**src/hw/rtl/spc_pkg.sv**
```systemverilog
// ----------------------------------------------------------------------------
// Sphere pair relation classifier: shared definitions
// Default geometry width, register map and side-band types.
// ----------------------------------------------------------------------------
package spc_pkg;

    localparam int COORD_BITS_DEF = 24;

    // configuration port
    localparam int APB_AW = 3;
    localparam int APB_DW = 32;

    // register index (paddr[2])
    localparam logic [0:0] REG_EQUAL_TOL = 1'b0;

    localparam int TOL_W = 8;
    localparam logic [TOL_W-1:0] TOL_RESET = 8'd1;

    // approximate-equality results that ride along with the root pipeline
    typedef struct packed {
        logic congruent;
        logic concentric;
    } t_near;

endpackage

```
**src/hw/rtl/spc_prep.sv**
```systemverilog
// ----------------------------------------------------------------------------
// Sphere pair relation classifier: front end
// Three stages: absolute coordinate deltas and tolerance checks, squares,
// sum of squares.
// ----------------------------------------------------------------------------
module spc_prep
    import spc_pkg::*;
#(
    parameter int COORD_BITS = COORD_BITS_DEF
) (
    input  logic                         i_clk,
    input  logic                         i_rst_n,
    input  logic                         i_en,
    input  logic                         i_valid,
    input  logic [TOL_W-1:0]             i_tol,
    input  logic signed [COORD_BITS-1:0] i_a_center_x,
    input  logic signed [COORD_BITS-1:0] i_a_center_y,
    input  logic signed [COORD_BITS-1:0] i_a_center_z,
    input  logic [COORD_BITS-2:0]        i_a_radius,
    input  logic signed [COORD_BITS-1:0] i_b_center_x,
    input  logic signed [COORD_BITS-1:0] i_b_center_y,
    input  logic signed [COORD_BITS-1:0] i_b_center_z,
    input  logic [COORD_BITS-2:0]        i_b_radius,
    output logic                         o_valid,
    output logic [2*COORD_BITS+1:0]      o_sq,
    output logic [COORD_BITS-2:0]        o_a_radius,
    output logic [COORD_BITS-2:0]        o_b_radius,
    output t_near                        o_near
);

    localparam int RW  = COORD_BITS - 1;
    localparam int DW  = COORD_BITS + 1;
    localparam int SQW = 2 * DW;

    logic [COORD_BITS-1:0] w_a [3];
    logic [COORD_BITS-1:0] w_b [3];
    logic [DW-1:0]         w_abs [3];
    logic [2:0]            w_near_c;
    logic [RW:0]           w_rdiff;
    logic [RW-1:0]         w_rabs;
    logic                  w_congruent;

    // stage 1
    logic          r_v1;
    logic [DW-1:0] r_abs [3];
    logic [RW-1:0] r_ra1, r_rb1;
    t_near         r_near1;
    // stage 2
    logic           r_v2;
    logic [SQW-1:0] r_sq2 [3];
    logic [RW-1:0]  r_ra2, r_rb2;
    t_near          r_near2;
    // stage 3
    logic           r_v3;
    logic [SQW-1:0] r_sum;
    logic [RW-1:0]  r_ra3, r_rb3;
    t_near          r_near3;

    assign w_a[0] = i_a_center_x;
    assign w_a[1] = i_a_center_y;
    assign w_a[2] = i_a_center_z;
    assign w_b[0] = i_b_center_x;
    assign w_b[1] = i_b_center_y;
    assign w_b[2] = i_b_center_z;

    for (genvar g = 0; g < 3; g++) begin : g_axis
        logic [DW-1:0] w_diff;
        assign w_diff = {w_a[g][COORD_BITS-1], w_a[g]} - {w_b[g][COORD_BITS-1], w_b[g]};
        // -(-2^N) wraps to 2^N, which is the right magnitude read unsigned
        assign w_abs[g]    = w_diff[DW-1] ? (~w_diff + DW'(1)) : w_diff;
        assign w_near_c[g] = w_abs[g] <= DW'(i_tol);
    end

    assign w_rdiff     = {1'b0, i_a_radius} - {1'b0, i_b_radius};
    assign w_rabs      = w_rdiff[RW] ? RW'(~w_rdiff + (RW+1)'(1)) : w_rdiff[RW-1:0];
    assign w_congruent = DW'(w_rabs) <= DW'(i_tol);

    always_ff @(posedge i_clk) begin
        if (!i_rst_n) begin
            r_v1 <= 1'b0;
            r_v2 <= 1'b0;
            r_v3 <= 1'b0;
        end else if (i_en) begin
            r_v1 <= i_valid;
            r_v2 <= r_v1;
            r_v3 <= r_v2;
        end
    end

    always_ff @(posedge i_clk) begin
        if (i_en) begin
            for (int i = 0; i < 3; i++) begin
                r_abs[i] <= w_abs[i];
                r_sq2[i] <= SQW'(r_abs[i]) * SQW'(r_abs[i]);
            end
            r_ra1              <= i_a_radius;
            r_rb1              <= i_b_radius;
            r_near1.congruent  <= w_congruent;
            r_near1.concentric <= &w_near_c;

            r_ra2   <= r_ra1;
            r_rb2   <= r_rb1;
            r_near2 <= r_near1;

            // three squares of at most 2^(2N) each cannot carry out of SQW bits
            r_sum   <= r_sq2[0] + r_sq2[1] + r_sq2[2];
            r_ra3   <= r_ra2;
            r_rb3   <= r_rb2;
            r_near3 <= r_near2;
        end
    end

    assign o_valid    = r_v3;
    assign o_sq       = r_sum;
    assign o_a_radius = r_ra3;
    assign o_b_radius = r_rb3;
    assign o_near     = r_near3;

endmodule

```
**config.mk**
```make
export PLATFORM = sky130hd
export DESIGN_NAME = spc_prep
export DESIGN_NICKNAME = d
export VERILOG_FILES = /design/src/hw/rtl/spc_pkg.sv /design/src/hw/rtl/spc_prep.sv
export SDC_FILE = /design/constraint.sdc
export NUM_CORES = 2
export LEC_CHECK = 0
export BUFFER_PORTS_ARGS = -buffer_cell sky130_fd_sc_hd__clkbuf_2
export CORE_MARGIN = 5
export CORE_UTILIZATION = 40
export CTS_CLUSTER_DIAMETER = 60
export CTS_CLUSTER_SIZE = 28
export DETAILED_ROUTE_END_ITERATION = 6
export SYNTH_ARGS = -nofsm -noshare
export SYNTH_HDL_FRONTEND = slang
export SYNTH_SLANG_ARGS = --single-unit
```
**constraint.sdc**
```tcl
create_clock -name i_clk -period 15.3 [get_ports i_clk]
set_input_delay 0.765 -clock i_clk [delete_from_list [all_inputs] [get_ports i_clk]]
set_output_delay 0.765 -clock i_clk [all_outputs]
set_load 0.01 [all_outputs]
```
==> results.py <==
metrics = {
    "timing": {
        "relSlewSlack": 0.1685,
        "tns_ps": 0,
        "maxSlewViolCount": 0,
        "finalSetupViolCount": 0,
        "min_period_ps": 9164,
        "finalHoldViolCount": 0,
        "clock.fmax_mhz": 109.1,
        "tightest_slew_ps": 1234,
        "rsz0062_at_grt": "no",
        "finClkSkew_ps": 37.65,
        "holdWs_ps": 286.0,
        "period_share": 0.5990,
    },
    "setup_path": {
        "cp_top_family": "adder cells",
        "cp_slowest_stage_delay_ps": 990,
        "required_ps": 15710,
        "critPathCaptureType": "register",
        "path_max_fanout": 23,
        "critical_path_class": "register to register",
        "crit_path_start_kind": "register",
        "path_buf_inv": 3,
        "r2r_slack_ps": 6140,
        "cp_common_cell": "fa_1",
        "slowest_stage": "edfxtp_1",
        "crit_arrival_ps": 9580,
    },
    "clock_network": {
        "clock_latency_ps": 670,
        "h-tree-depth": 2,
        "clk_pin_slew_ps": 80,
        "cts.path.max_buffers": 3,
        "cts-resized-gates": 0,
        "root_buffer": "clkbuf_16",
        "cts_hold_buf": 0,
        "clkSinkCount": 419,
        "cts_buffers": 51,
        "post_cts_buffers": 0,
        "cts_tree": "done",
    },
    "floorplan": {
        "io_pins": 301,
        "start_util": 0.4008,
        "die_area_mm2": 0.2035,
        "rows": 162,
        "core_mm2": 0.1942,
        "chipHeight_um": 451.1,
        "dieWidth_um": 451.1,
    },
    "global_routing": {
        "grt_pass1_wl_um": 324400,
        "grt_max_degree": 102,
        "grt_util_all_layers": 0.2012,
        "grt-ovfl-total": 0,
        "grt_antenna_before_repair": 7,
        "grt_pass1_vias": 59090,
    },
    "logic_synthesis": {
        "syn_area_mm2": 0.07783,
        "synth_largest_area_cell": "fa_1",
        "yosysUniqueCellTypes": 106,
        "avgSynthCellArea_um2": 9.699,
        "ys.flop_type": "edfxtp_1",
        "synthTopCellsByArea": "fa_1, edfxtp_1, ha_1, inv_1, nand2_1",
        "synth_cells": 8025,
        "synthTopCellsByCount": "inv_1, fa_1, ha_1",
        "synth_edf_count": 416,
        "async_reset_ff_frac": 0,
        "ys_ff_latch": 419,
        "yosysMostFrequentCell": "inv_1",
        "yosysSeqAreaShare": 0.1613,
        "yosys_warnings": 0,
        "yosys.area.top_type_share": 0.3732,
    },
    "route": {
        "dr_wl_met2_um": 97660,
        "drcViolationCount": 2,
        "wl_per_cell_um": 18.67,
        "vias": 54270,
        "drt-total-wl_um": 202400,
        "via_per_inst": 5.005,
        "drt_iter0_markers": 2867,
        "postRouteAntennaNets": 0,
        "route.met3.wl_um": 11100,
        "met1_length_um": 86560,
        "routed.top_layer": "met5",
        "first_pass_iters": 7,
    },
    "outcome": {
        "failed_checks": "design-rule violations",
        "status": "complete, but fails checks",
    },
    "job": {
        "maxCapViolations": 0,
    },
    "place": {
        "place.gp.congestion": 0.8919,
        "dp.cells": 10750,
        "io_buffer_count": 300,
        "post-dp-hpwl_um": 167200,
    },
    "layout": {
        "area_growth_pct": 8.341,
        "final_util": 0.4343,
        "nets": 10650,
        "drive_gt1_frac": 0.06506,
        "final_cells": 10840,
    },
    "worst_hold_path": {
        "min_path_type": "input port to register",
    },
}
==> layout make-up <==
class                      instances  area, um2
clock inverter                    44      686.9
sequential                       419      12550
timing repair buffer             388       2172
multi-input combinational       5219      56280
fill                           18590     109900
antenna                            1      2.502
inverter                        2179       8179
tap                             2542       3181
clock buffer                      51       1276
==> registers in the layout, summed over array words and instances, names as in the netlist <==
name and flops:
o_near 2, r_rb2 23, r_rb1 23, r_near1 2, r_near2 2, r_sq2 147, o_sq 50, o_b_radius 23
r_ra1 23, r_v1 1, o_valid 1, r_abs 75, o_a_radius 23, r_ra2 23, r_v2 1
==> layer usage <==
metal	up-vias	track usage
met1	27410	0.2667
met5	-	0
met2	1333	0.3436
met3	270	0.02783
li1	25250	-
met4	10	0.06057
==> path summary, 6_finish.rpt <==
kind | startpoint | end | depth (start not counted)
min | i_b_radius[9] | r_rb1[9] | 1
max | r_abs[0][53] | r_sq2[0][149] | 25
max reg2reg | r_abs[0][53] | r_sq2[0][149] | 25
min reg2reg | r_ra2[15] | o_a_radius[15] | 0
==> placed cells by master, fill, tap and decap left out, types with 58 or more instances in the layout <==
master and n:
xor2_1 106, xnor2_1 245, a21oi_1 280, fa_1 1451, o21ai_0 165, nor2b_1 58
and2_1 375, buf_4 88, clkbuf_2 299, ha_1 741, nand2_1 636, nor2_1 267
a21o_1 162, edfxtp_1 416, inv_1 2179, nand3_1 74
==> logic make-up after synthesis <==
| family | count (synthesis) | synth area share |
|---|---|---|
| compound gates | 964 | 0.08155 |
| xor+xnor | 351 | 0.03950 |
| fa+ha+maj | 2192 | 0.4923 |
| buf+inv | 2389 | 0.1158 |
| flops | 419 | 0.1613 |
| mux | 17 | 0.002267 |
| other cells | 1 | 0.00004818 |
| simple gates | 1692 | 0.1073 |
==> through the flow <==
stage	setup WS (ps)	instance area [um2]
floorplan	7511	77840
global placement	6351	82360
detailed placement	6283	82360
CTS	6235	84320
global route	5824	84320
finish	6136	84330
Power is not shown: default switching activity piles up to over one toggle a cycle in this logic, so the estimate is an artifact.
