**src/hw/rtl/spc_pkg.sv**
```systemverilog
// ----------------------------------------------------------------------------
// Sphere pair relation classifier: shared definitions
// Default geometry width, register map and side-band types.
// ----------------------------------------------------------------------------
package spc_pkg;

    localparam int COORD_BITS_DEF = 24;

    // configuration port
    localparam int APB_AW = 3;
    localparam int APB_DW = 32;

    // register index (paddr[2])
    localparam logic [0:0] REG_EQUAL_TOL = 1'b0;

    localparam int TOL_W = 8;
    localparam logic [TOL_W-1:0] TOL_RESET = 8'd1;

    // approximate-equality results that ride along with the root pipeline
    typedef struct packed {
        logic congruent;
        logic concentric;
    } t_near;

endpackage

```
**src/hw/rtl/spc_root.sv**
```systemverilog
// ----------------------------------------------------------------------------
// Sphere pair relation classifier: pipelined integer square root
// Restoring digit-by-digit root, one result bit per stage, MSB first.
// Side-band bits travel alongside unchanged.
// ----------------------------------------------------------------------------
module spc_root
    import spc_pkg::*;
#(
    parameter int COORD_BITS = COORD_BITS_DEF,
    parameter int SIDE_W     = 1
) (
    input  logic                    i_clk,
    input  logic                    i_rst_n,
    input  logic                    i_en,
    input  logic                    i_valid,
    input  logic [2*COORD_BITS+1:0] i_sq,
    input  logic [SIDE_W-1:0]       i_side,
    output logic                    o_valid,
    output logic [COORD_BITS:0]     o_root,
    output logic [SIDE_W-1:0]       o_side
);

    localparam int RTW = COORD_BITS + 1;
    localparam int SQW = 2 * RTW;

    logic [SQW-1:0]    r_rem  [RTW];
    logic [RTW-1:0]    r_root [RTW];
    logic [SIDE_W-1:0] r_side [RTW];
    logic              r_vld  [RTW];

    for (genvar s = 0; s < RTW; s++) begin : g_stage
        localparam int K = COORD_BITS - s;

        logic [SQW-1:0]    w_rem_in;
        logic [RTW-1:0]    w_root_in;
        logic [SIDE_W-1:0] w_side_in;
        logic              w_vld_in;
        logic [SQW-1:0]    w_trial;
        logic              w_take;

        if (s == 0) begin : g_first
            assign w_rem_in  = i_sq;
            assign w_root_in = '0;
            assign w_side_in = i_side;
            assign w_vld_in  = i_valid;
        end else begin : g_next
            assign w_rem_in  = r_rem[s-1];
            assign w_root_in = r_root[s-1];
            assign w_side_in = r_side[s-1];
            assign w_vld_in  = r_vld[s-1];
        end

        // (r + 2^k)^2 - r^2; r only has bits above k, so the OR is a sum
        assign w_trial = (SQW'(w_root_in) << (K + 1)) | (SQW'(1) << (2 * K));
        assign w_take  = w_rem_in >= w_trial;

        always_ff @(posedge i_clk) begin
            if (!i_rst_n) begin
                r_vld[s] <= 1'b0;
            end else if (i_en) begin
                r_vld[s] <= w_vld_in;
            end
        end

        always_ff @(posedge i_clk) begin
            if (i_en) begin
                r_rem[s]  <= w_take ? (w_rem_in - w_trial) : w_rem_in;
                r_root[s] <= w_take ? (w_root_in | (RTW'(1) << K)) : w_root_in;
                r_side[s] <= w_side_in;
            end
        end
    end

    assign o_valid = r_vld[RTW-1];
    assign o_root  = r_root[RTW-1];
    assign o_side  = r_side[RTW-1];

endmodule

```
**config.mk**
```make
export PLATFORM = sky130hd
export DESIGN_NAME = spc_root
export DESIGN_NICKNAME = d
export VERILOG_FILES = /design/src/hw/rtl/spc_pkg.sv /design/src/hw/rtl/spc_root.sv
export SDC_FILE = /design/constraint.sdc
export NUM_CORES = 2
export LEC_CHECK = 0
export BUFFER_PORTS_ARGS = -buffer_cell sky130_fd_sc_hd__buf_2
export CORE_ASPECT_RATIO = 1.25
export CORE_MARGIN = 2
export CORE_UTILIZATION = 45
export CTS_BUF_LIST = sky130_fd_sc_hd__clkbuf_4
export CTS_CLUSTER_SIZE = 24
export DETAILED_ROUTE_END_ITERATION = 8
export MAX_ROUTING_LAYER = met4
export PLACE_DENSITY = 0.64
export SLEW_MARGIN = 15
export SYNTH_ARGS = -nofsm -noshare
export SYNTH_HDL_FRONTEND = slang
export SYNTH_SLANG_ARGS = --single-unit
```
**constraint.sdc**
```tcl
create_clock -name i_clk -period 7.5 [get_ports i_clk]
set_input_delay 0.375 -clock i_clk [delete_from_list [all_inputs] [get_ports i_clk]]
set_output_delay 0.375 -clock i_clk [all_outputs]
set_load 0.02 [all_outputs]
```
==> flow_summary_export.csv <==
group,metric,value,unit
finish,final_cell_mix,"edfxtp_1 (1574), clkbuf_4 (560), inv_1 (435)",
finish,stdcell_count,8726,
global_route,grt_pass1_vias,48712,
logic_synthesis,synth_top_family_by_area,"simple AND/OR/NAND/NOR gates",
logic_synthesis,synthCells,5748,
pwr,swShare,28.9,%
sta,slew_headroom,6.98,%
pwr,peakVddDrop,0.000179,V
logic_synthesis,synth_seq_cells,1575,
pwr,p_sw,6730,uW
drt,viasPerCell,5.36,
logic_synthesis,synthDistinctLibCells,96,
clock_network,cts_resized,0,
place,io_buffer_count,81,
sta,post-route-min-period,4550,ps
floorplan,die_y,458,microns
sta,rsz0062_at_grt,"false",
global_route,antenna_found_initial,5,
drt,drt-wirelength-per-cell,18.5,microns
pwr,power.leakage,0.0318,uW
logic_synthesis,synthMuxAreaShare,0.837,%
global_route,grt_pass1_wl,252000,microns
min_path,hp-class,"input pin to flop",
place,placed_area,77300,sq um
logic_synthesis,yosysSeqAreaShare,63.8,%
logic_synthesis,syn-cell-area,74200,sq um
logic_synthesis,synth_top_flop_cell,"edfxtp_1",
clock_network,cts-buffers-inserted,394,
floorplan,die_area,168000,sq um
critical_path,required,8530,ps
min_path,holdCritStartpoint,"i_rst_n",
critical_path,rrSetupSlack,2950,ps
logic_synthesis,synthSimpleGateAreaFrac,11.6,%
clock_network,clk_path_buf_depth,4,
logic_synthesis,synth-compound-area-share,8.98,%
critical_path,r2r_start,"r_rem[5][78]",
clock_network,postCtsSetupRepairBufs,0,
critical_path,cp_max_fo,9,
sta,finalMaxSlewViolations,0,
sta,fin_setup_tns,0,ps
finish,area_growth,12.1,%
logic_synthesis,avgSynthCellArea,12.9,sq um
logic_synthesis,async_flop_share,0,%
global_route,track_usage,19.6,%
floorplan,pin_count,82,
logic_synthesis,synth_enable_flop_cells,1574,
floorplan,row_count,166,
drt,ant_nets,0,
global_route,grt-ovfl-total,0,
run_status,status,"finished, final reports clean",
sta,clock_skew,176,ps
clock_network,clk_latency,1360,ps
critical_path,cp-start-kind,"flop",
critical_path,reg2reg_depth,9,
clock_network,cts-htree-levels,5,
finish,final_common_cell,"edfxtp_1",
critical_path,critPathArrivalTime,5580,ps
sta,timing.fmax,0.220,GHz
logic_synthesis,syn_nets,6149,
finish,finalNetCount,6660,
drt,dr_total_vias,46736,
place,finalWeightedCongestion,0.927,
drt,wirelength,161000,microns
pwr,power_frac_seq,51.0,%
sta,hold_viol,0,
floorplan,coreArea,164000,sq um
drt,dr.pass1.iters,6,
pwr,p_per_area,280,nW/um^2
sta,tightest_slew,1380,ps
clock_network,numClockSinks,1575,
place,dp_cells,7938,
pwr,internal_power,16600,uW
pwr,power_frac_clock,29.7,%
finish,fin_util,50.8,%
min_path,min_to,"r_vld[1][5]",
clock_network,path_clk_slew,70,ps
global_route,grt_max_degree,191,
critical_path,worstSetupEndpointType,"flop",
floorplan,initial_core_util,45.3,%
sta,setup_viol,0,
pwr,power.share.combinational,19.3,%
logic_synthesis,synthAdderAreaFrac,5.84,%
critical_path,r2r-end,"r_rem[5][137]",
finish,drive_gt1_share,12.6,%
drt,drtIter0Drc,2643,
clock_network,tritoncts,"built",
finish,fin_area,83200,sq um
clock_network,cts_hold_buffers,109,
critical_path,worstSetupPathType,"flop to flop",
logic_synthesis,ys_warn_count,0,
logic_synthesis,synthXorXnorAreaFrac,6.07,%
place,dp_hpwl,116000,microns
min_path,worstHoldPathCells,3,
clock_network,clock-root-buffer,"clkbuf_4",
sta,fin_crit_sh,60.7,%
run,maxCapViolations,0,
floorplan,dieWidth,367,microns
critical_path,startpoint,"r_rem[5][78]",
drt,drcViolationCount,0,
[kinds of logic after synthesis]
group | count (synthesis)
muxes | 56
buffers and inverters | 551
and+or+nand+nor | 1655
xor gates and xnor gates | 514
adders and majority gates | 346
AOI/OAI and AO/OA | 1051
DFF | 1575
[sequential cells by signal, summed over array words and instances (netlist names)]
signal	flops
r_rem	1200
r_root	325
r_side	25
r_vld	25
[synth_stat cells (8+ instances only)]
| cell | number | area share (%) |
|---|---|---|
| nand4b_1 | 13 | 0.15 |
| buf_2 | 9 | 0.061 |
| or2_2 | 26 | 0.22 |
| o31ai_1 | 31 | 0.31 |
| a21boi_0 | 20 | 0.20 |
| and4b_1 | 9 | 0.12 |
| nor3_1 | 169 | 1.1 |
| or4_1 | 45 | 0.46 |
| inv_1 | 435 | 2.2 |
| xor2_1 | 225 | 2.7 |
| nand2b_1 | 72 | 0.61 |
| nand3_1 | 97 | 0.65 |
| or3_1 | 68 | 0.57 |
| o41ai_1 | 11 | 0.13 |
| nor4b_1 | 17 | 0.20 |
| mux2_2 | 42 | 0.64 |
| o21bai_1 | 17 | 0.17 |
| o211ai_1 | 20 | 0.20 |
| a31oi_1 | 34 | 0.29 |
| o21a_1 | 82 | 0.83 |
| ha_1 | 346 | 5.8 |
| nand3b_1 | 22 | 0.22 |
| a2111oi_0 | 10 | 0.12 |
| clkbuf_1 | 85 | 0.43 |
| and2_1 | 17 | 0.14 |
| nor2_1 | 345 | 1.7 |
| and3_1 | 53 | 0.45 |
| nand4_1 | 85 | 0.72 |
| o21ai_0 | 253 | 1.7 |
| edfxtp_1 | 1574 | 64 |
| a221o_1 | 8 | 0.11 |
| nand2_1 | 344 | 1.7 |
| a21o_1 | 147 | 1.5 |
| mux2i_1 | 11 | 0.15 |
| a211o_1 | 12 | 0.14 |
| nor2b_1 | 52 | 0.44 |
| a21oi_1 | 299 | 2.0 |
| o2111ai_1 | 12 | 0.14 |
| nor3b_1 | 11 | 0.11 |
| nor4_1 | 186 | 1.6 |
| a211oi_1 | 25 | 0.25 |
| xnor2_1 | 289 | 3.4 |
[area by class of cell]
type / count / area, sq um
fill: 14257 / 80500
clock buffer: 560 / 4200
antenna: 14 / 35.0
sequential: 1575 / 47300
multi-input combinational: 3622 / 24800
tap: 2184 / 2730
timing repair buffer: 227 / 1860
clock inverter: 105 / 551
inverter: 439 / 1650
[power groups by stage]
stage / sequential (uW) / clock, uW / combinational (uW)
final: 11900 / 6930 / 4500
after global routing: 12000 / 7610 / 5000
after CTS: 11900 / 7170 / 4490
after detailed placement: 12100 / 0 / 4420
after global placement: 12000 / 0 / 4360
after floorplan: 11700 / 0 / 3340
[layer usage]
metal	up-vias	track usage (%)	share of wire (%)	wire length, microns
met5	-	-	0	0
met4	0	10.8	5.2	8450
met3	462	3.56	3.7	5940
met2	1110	39.6	59	94700
met1	22365	16.3	32	52200
li1	22799	-	-	-
[how the worst max path moves through the flow]
| stage | to | slack (ps) |
|---|---|---|
| after global routing | r_rem[5][188] | 2820 |
| after CTS | r_rem[5][137] | 3000 |
| after global placement | r_rem[5][145] | 3080 |
| after detailed placement | r_rem[5][145] | 2990 |
| after floorplan | r_rem[5][38] | 4210 |
| final | r_rem[5][137] | 2950 |
[worst max-delay path, stage by stage (launching register included)]
cell      delay, ps
edfxtp_1        470
or3_1           530
nor4_1         1090
nand4_1         320
or4_1           550
and3_1          220
o2111a_2        180
nor4b_4         550
nand4_1         190
xnor2_1         170
[per-stage QoR]
stage          hold WS [ps]  total power, uW  setup WS [ps]
4_1_cts                16.5            23500           3000
5_1_grt                72.1            24600           2820
3_3_place_gp            401            16400           3080
2_1_floorplan           400            15100           4210
3_5_place_dp            405            16500           2990
6_report                185            23300           2950
Note: power is estimated with default switching activity, not from simulation.
