--- src/hw/rtl/spc_pkg.sv ---
// ----------------------------------------------------------------------------
// Sphere pair relation classifier: shared definitions
// Default geometry width, register map and side-band types.
// ----------------------------------------------------------------------------
package spc_pkg;

    localparam int COORD_BITS_DEF = 24;

    // configuration port
    localparam int APB_AW = 3;
    localparam int APB_DW = 32;

    // register index (paddr[2])
    localparam logic [0:0] REG_EQUAL_TOL = 1'b0;

    localparam int TOL_W = 8;
    localparam logic [TOL_W-1:0] TOL_RESET = 8'd1;

    // approximate-equality results that ride along with the root pipeline
    typedef struct packed {
        logic congruent;
        logic concentric;
    } t_near;

endpackage

--- src/hw/rtl/spc_relate.sv ---
// ----------------------------------------------------------------------------
// Sphere pair relation classifier: relation flags
// Stage 1 forms the radius/distance sums, stage 2 compares them and holds
// the result transaction.
// ----------------------------------------------------------------------------
module spc_relate
    import spc_pkg::*;
#(
    parameter int COORD_BITS = COORD_BITS_DEF
) (
    input  logic                  i_clk,
    input  logic                  i_rst_n,
    input  logic                  i_en,
    input  logic                  i_valid,
    input  logic [TOL_W-1:0]      i_tol,
    input  logic [COORD_BITS:0]   i_dist,
    input  logic [COORD_BITS-2:0] i_a_radius,
    input  logic [COORD_BITS-2:0] i_b_radius,
    input  t_near                 i_near,
    output logic                  o_valid,
    output logic [COORD_BITS:0]   o_center_distance,
    output logic                  o_identical,
    output logic                  o_congruent,
    output logic                  o_concentric,
    output logic                  o_a_holds_b,
    output logic                  o_b_holds_a,
    output logic                  o_touch_outside,
    output logic                  o_touch_inside,
    output logic                  o_overlap,
    output logic                  o_intersect_res
);

    localparam int EW = COORD_BITS + 2;

    // stage 1
    logic          r_v1;
    logic [EW-1:0] r_ra, r_rb, r_d;
    logic [EW-1:0] r_sum_ab, r_rb_d, r_ra_d;
    t_near         r_near;

    logic          w_a_holds, w_b_holds, w_either;
    logic          w_tin_a, w_tin_b, w_tout_near, w_ovl;
    logic [EW-1:0] w_tout_diff, w_ex_a, w_ex_b;

    always_ff @(posedge i_clk) begin
        if (!i_rst_n) begin
            r_v1    <= 1'b0;
            o_valid <= 1'b0;
        end else if (i_en) begin
            r_v1    <= i_valid;
            o_valid <= r_v1;
        end
    end

    always_ff @(posedge i_clk) begin
        if (i_en) begin
            r_ra     <= EW'(i_a_radius);
            r_rb     <= EW'(i_b_radius);
            r_d      <= EW'(i_dist);
            r_sum_ab <= EW'(i_a_radius) + EW'(i_b_radius);
            r_rb_d   <= EW'(i_b_radius) + EW'(i_dist);
            r_ra_d   <= EW'(i_a_radius) + EW'(i_dist);
            r_near   <= i_near;
        end
    end

    assign w_a_holds   = r_ra >= r_rb_d;
    assign w_b_holds   = r_rb >= r_ra_d;
    assign w_either    = w_a_holds | w_b_holds;
    // excess only meaningful when the matching holds flag is set
    assign w_ex_a      = r_ra - r_rb_d;
    assign w_ex_b      = r_rb - r_ra_d;
    assign w_tin_a     = w_a_holds & (w_ex_a <= EW'(i_tol));
    assign w_tin_b     = w_b_holds & (w_ex_b <= EW'(i_tol));
    assign w_ovl       = r_d < r_sum_ab;
    assign w_tout_diff = w_ovl ? (r_sum_ab - r_d) : (r_d - r_sum_ab);
    assign w_tout_near = w_tout_diff <= EW'(i_tol);

    always_ff @(posedge i_clk) begin
        if (i_en) begin
            o_center_distance <= r_d[COORD_BITS:0];
            o_identical       <= r_near.congruent & r_near.concentric;
            o_congruent       <= r_near.congruent;
            o_concentric      <= r_near.concentric;
            o_a_holds_b       <= w_a_holds;
            o_b_holds_a       <= w_b_holds;
            o_touch_outside   <= ~w_either & w_tout_near;
            o_touch_inside    <= w_tin_a | w_tin_b;
            o_overlap         <= w_ovl;
            o_intersect_res   <= w_ovl & ~w_either;
        end
    end

endmodule

--- config.mk ---
export PLATFORM = sky130hd
export DESIGN_NAME = spc_relate
export DESIGN_NICKNAME = d
export VERILOG_FILES = /design/src/hw/rtl/spc_pkg.sv /design/src/hw/rtl/spc_relate.sv
export SDC_FILE = /design/constraint.sdc
export NUM_CORES = 1
export LEC_CHECK = 0
export BUFFER_PORTS_ARGS = -buffer_cell sky130_fd_sc_hd__buf_2
export CAP_MARGIN = 25
export CORE_MARGIN = 3
export CORE_UTILIZATION = 62
export DETAILED_ROUTE_END_ITERATION = 8
export PLACE_DENSITY = 0.82
export SYNTH_ARGS = -nofsm -noshare
export SYNTH_HDL_FRONTEND = slang
export SYNTH_SLANG_ARGS = --single-unit
--- constraint.sdc ---
create_clock -name i_clk -period 7.1 [get_ports i_clk]
set_input_delay 0 -clock i_clk [delete_from_list [all_inputs] [get_ports i_clk]]
set_output_delay 0 -clock i_clk [all_outputs]
set_load 0.02 [all_outputs]
==> metrics.txt <==
# TYPE chip_impl_metric gauge
chip_impl_info{name="status",value="completed"} 1
chip_impl_metric{name="synth.net_count",unit=""} 1740
chip_impl_metric{name="final_weighted_congestion_in_routability_driven_placement",unit=""} 0.941
chip_impl_metric{name="p_leak",unit="nW"} 7.27
chip_impl_metric{name="ir_drop",unit="mV"} 0.157
chip_impl_metric{name="finalCoreUtilization",unit="%"} 73.0
chip_impl_metric{name="number_of_flops_mapped_to_enable_cells_by_yosys",unit=""} 183
chip_impl_metric{name="cp.arrival",unit="ns"} 5.97
chip_impl_metric{name="fin_nets",unit=""} 1926
chip_impl_metric{name="power_density",unit="nW/um2"} 245
chip_impl_info{name="holdCritStartpoint",value="i_en"} 1
chip_impl_metric{name="switchingPower",unit="mW"} 1.53
chip_impl_metric{name="detailed_place.area",unit="um2"} 15300
chip_impl_metric{name="syn2layout_area_growth",unit="%"} 15.3
chip_impl_info{name="top_post_synthesis_cells_by_area",value="sky130_fd_sc_hd__edfxtp_1 (38%), sky130_fd_sc_hd__ha_1 (16%), sky130_fd_sc_hd__xnor2_1 (4.9%), sky130_fd_sc_hd__a21oi_1 (4.2%), sky130_fd_sc_hd__inv_1 (4.1%)"} 1
chip_impl_metric{name="reg2regPathDepth",unit=""} 26
chip_impl_metric{name="grt_first_pass_wirelength",unit="mm"} 62.6
chip_impl_metric{name="ys_async_sr_fraction",unit="%"} 0
chip_impl_info{name="startpoint_type",value="flip-flop"} 1
chip_impl_metric{name="power_switching_share",unit="%"} 37.5
chip_impl_metric{name="via_count",unit=""} 12300
chip_impl_metric{name="grt_start_max_net_pins",unit=""} 110
chip_impl_metric{name="average_via_count_per_standard_cell",unit=""} 6.24
chip_impl_metric{name="cts_setup_buffers",unit=""} 0
chip_impl_metric{name="met3_usage",unit="%"} 4.21
chip_impl_metric{name="critical-path-max-stage-delay",unit="ns"} 0.47
chip_impl_metric{name="setup_tns",unit="ns"} 0
chip_impl_metric{name="ys_seq_area_share",unit="%"} 38.4
chip_impl_metric{name="cts.reportedPaths.clkPinSlew",unit="ns"} 0.08
chip_impl_metric{name="route.detailed.drc",unit=""} 0
chip_impl_metric{name="max_slew.worst_pin.slew",unit="ns"} 1.01
chip_impl_metric{name="floorplan.die_area",unit="um2"} 25100
chip_impl_metric{name="layout.filler_cells",unit=""} 1583
chip_impl_info{name="globalRoute.busiestLayer",value="met2"} 1
chip_impl_metric{name="multi_input_comb_area",unit="um2"} 8150
chip_impl_metric{name="dieHeight",unit="um"} 158
chip_impl_metric{name="slew_headroom",unit="%"} 32.4
chip_impl_metric{name="syn-instance-count",unit=""} 1461
chip_impl_metric{name="comb_power_share",unit="%"} 42.2
chip_impl_info{name="cts-root-buf",value="sky130_fd_sc_hd__clkbuf_16"} 1
chip_impl_metric{name="internal_power",unit="mW"} 2.55
chip_impl_metric{name="max_cap_viol_count",unit=""} 0
chip_impl_metric{name="dp.final_hpwl",unit="mm"} 29.3
chip_impl_metric{name="timing.reg2reg.setup_slack",unit="ns"} 1.40
chip_impl_metric{name="post_synthesis_cell_area",unit="um2"} 14400
chip_impl_info{name="grt_setup_unrepaired",value="no"} 1
chip_impl_info{name="regToRegStartpoint",value="r_d[0]"} 1
chip_impl_metric{name="yosysTopAreaCellShare",unit="%"} 38.1
chip_impl_metric{name="cts-buffers-inserted",unit=""} 17
chip_impl_info{name="worst-setup-path-type",value="reg -> reg"} 1
chip_impl_metric{name="post_detailed_route_count_of_antenna_violating_nets",unit=""} 0
chip_impl_info{name="whs_endpoint",value="o_concentric"} 1
chip_impl_metric{name="floorplan.initialDensity",unit="%"} 63.3
chip_impl_metric{name="slew_violations",unit=""} 0
chip_impl_metric{name="htree_levels",unit=""} 4
chip_impl_info{name="worstReg2RegEnd",value="o_touch_outside"} 1
chip_impl_info{name="min-delay-path-class",value="in -> reg"} 1
chip_impl_metric{name="ff_latch_area",unit="um2"} 5540
chip_impl_metric{name="die_w",unit="um"} 158
chip_impl_metric{name="post_route_cells_drive_above_1_share",unit="%"} 10.8
chip_impl_metric{name="share_of_total_power_in_sequential_cells",unit="%"} 34.3
chip_impl_info{name="critPathSlowestCell",value="sky130_fd_sc_hd__or4_1"} 1
chip_impl_info{name="timing.critical_path.to_type",value="flip-flop"} 1
chip_impl_metric{name="timing.hold.ws",unit="ns"} 0.154
chip_impl_metric{name="syn_avg_cell_area",unit="um2"} 9.87
chip_impl_metric{name="timing.clock.skew",unit="ns"} 0.00980
chip_impl_metric{name="post-route-period-util",unit="%"} 80.3
chip_impl_info{name="netlist.top_cell.by_area",value="sky130_fd_sc_hd__edfxtp_1"} 1
chip_impl_metric{name="insertion_delay",unit="ns"} 0.44
chip_impl_metric{name="io-pin-count",unit=""} 120
chip_impl_info{name="synthMostInstantiatedCell",value="sky130_fd_sc_hd__ha_1"} 1
chip_impl_metric{name="wl_per_cell",unit="um"} 20.3
chip_impl_metric{name="setup_violations",unit=""} 0
chip_impl_metric{name="routed_wl",unit="mm"} 40.1
chip_impl_metric{name="grt_total_ovfl",unit=""} 0
chip_impl_metric{name="antenna_violations_before_repair",unit=""} 3
chip_impl_metric{name="design.core.area",unit="um2"} 22800
chip_impl_info{name="clock_tree_from_tritoncts",value="built"} 1
chip_impl_info{name="postSynth.topFlopCell",value="sky130_fd_sc_hd__edfxtp_1"} 1
chip_impl_metric{name="via_count_of_the_first_global_routing_pass",unit=""} 12100
chip_impl_metric{name="finalHoldViolCount",unit=""} 0
chip_impl_metric{name="timing.critical_path.required",unit="ns"} 7.37
chip_impl_metric{name="synth_warnings",unit=""} 0
chip_impl_metric{name="place.port_buffers",unit=""} 119
chip_impl_metric{name="first_iter_violations",unit=""} 1107
chip_impl_metric{name="clock-sinks",unit=""} 185
chip_impl_metric{name="synthDistinctLibCells",unit=""} 78
chip_impl_metric{name="cts-root-to-sink-buffers",unit=""} 2
chip_impl_metric{name="clock_power_share",unit="%"} 23.5
chip_impl_metric{name="row_count",unit=""} 55
chip_impl_metric{name="ys_seq_elements",unit=""} 185
chip_impl_metric{name="detailedRoute.firstPassIterationCount",unit=""} 6
chip_impl_metric{name="groute.usage.overall",unit="%"} 32.0
chip_impl_metric{name="critPathMaxFanout",unit=""} 21
chip_impl_metric{name="final_critical_path_time_including_i_o_delays_and_setup",unit="ns"} 5.70
chip_impl_metric{name="met2_usage",unit="%"} 54.1
chip_impl_metric{name="min_path_cells",unit=""} 1
chip_impl_info{name="ys_top_cells_by_count",value="sky130_fd_sc_hd__ha_1 (187), sky130_fd_sc_hd__edfxtp_1 (183), sky130_fd_sc_hd__inv_1 (158)"} 1
chip_impl_metric{name="fin_area",unit="um2"} 16600
chip_impl_metric{name="use_met1",unit="%"} 42.4
chip_impl_metric{name="max_freq",unit="GHz"} 0.175
==> layer usage <==
metal	routed length [um]	part of all wire [%]	vias up
met2	19300	48	536
met5	13	0.032	-
met1	16300	41	5887
met4	1360	3.4	2
li1	-	-	5790
met3	3000	7.5	112
==> worst max-delay path, delay by kind of cell, from the launching register on <==
family,cells,cell delay (ns)
AO/OA/AOI/OAI,12,2.03
XOR/XNOR,1,0.16
adder cells (fa/ha/maj),3,0.82
buffers and inverters,4,0.68
flip-flops,1,0.43
AND/OR/NAND/NOR,6,1.41
==> cell usage in the layout (no fill, tap or decap), drive strengths merged, types with 8 or more instances in the layout <==
| cell | n |
|---|---|
| a211oi | 17 |
| a21boi | 8 |
| a21o | 54 |
| a21oi | 120 |
| a31oi | 19 |
| and3 | 14 |
| buf | 121 |
| clkbuf | 17 |
| dlygate4sd3 | 75 |
| edfxtp | 183 |
| ha | 187 |
| inv | 168 |
| mux2i | 10 |
| nand2 | 55 |
| nand2b | 13 |
| nand3 | 21 |
| nand4 | 23 |
| nor2 | 95 |
| nor2b | 25 |
| nor3 | 32 |
| nor4 | 11 |
| o211ai | 11 |
| o21a | 29 |
| o21ai | 84 |
| o21bai | 25 |
| or2 | 8 |
| or3 | 9 |
| xnor2 | 80 |
| xor2 | 20 |
==> worst max-delay path by stage <==
stage	startpoint	to	slack, ns	depth (start not counted)
5_1_grt	r_d[0]	o_touch_outside	0.88	26
2_1_floorplan	r_d[0]	o_touch_outside	1.87	27
3_5_place_dp	r_d[0]	o_touch_outside	1.46	26
3_3_place_gp	r_d[0]	o_touch_outside	1.57	26
4_1_cts	r_d[0]	o_touch_outside	1.42	26
6_report	r_d[0]	o_touch_outside	1.40	26
==> repair_timing <==
action / in CTS / in global routing
resized for setup: 0 / 0
hold buffers: 75 / 0
hold endpoints to repair: 84 / 0
==> power groups by stage <==
stage | clock network [mW] | logic, mW | registers (mW)
finish | 0.959 | 1.72 | 1.40
global route | 1.00 | 1.88 | 1.41
CTS | 0.956 | 1.68 | 1.40
detailed placement | 0 | 1.63 | 1.42
global placement | 0 | 1.59 | 1.42
floorplan | 0 | 1.19 | 1.43
==> metrics by stage <==
stage	power, mW	setup slack [ns]	cells
after floorplan	2.62	1.87	1461
after global placement	3.01	1.57	1866
after detailed placement	3.05	1.46	1866
after CTS	4.03	1.42	1973
after global routing	4.30	0.879	1974
final	4.08	1.40	1976
==> registers in the layout, summed over array words and instances (netlist names) <==
name / cells
r_d: 25
o_touch_outside: 1
o_b_holds_a: 1
o_identical: 1
o_a_holds_b: 1
o_congruent: 1
o_center_distance: 25
r_ra: 23
r_rb_d: 26
r_near: 2
r_rb: 23
r_sum_ab: 24
r_v1: 1
r_ra_d: 26
o_touch_inside: 1
o_overlap: 1
o_valid: 1
o_concentric: 1
o_intersect_res: 1
==> layout make-up <==
type | instances | share of cell area, %
sequential | 185 | 33.3
clock buffer | 17 | 2.56
inverter | 159 | 3.59
clock inverter | 15 | 0.933
antenna | 3 | 0.0452
tap | 313 | 2.36
timing repair buffer | 196 | 8.22
multi-input combinational | 1088 | 49.0
==> logic make-up (layout without fill, tap and decap cells) <==
group	after synthesis	in the layout	share of synthesized area, %
adders and majority gates	194	194	17.2
AOI/OAI and AO/OA	444	444	20.4
and+or+nand+nor	336	336	11.9
muxes	14	14	1.01
DFF	185	185	38.4
other	0	3	0
xor gates and xnor gates	100	100	6.07
buffers and inverters	188	387	5.09
Note: power is estimated with default switching activity, not from simulation.
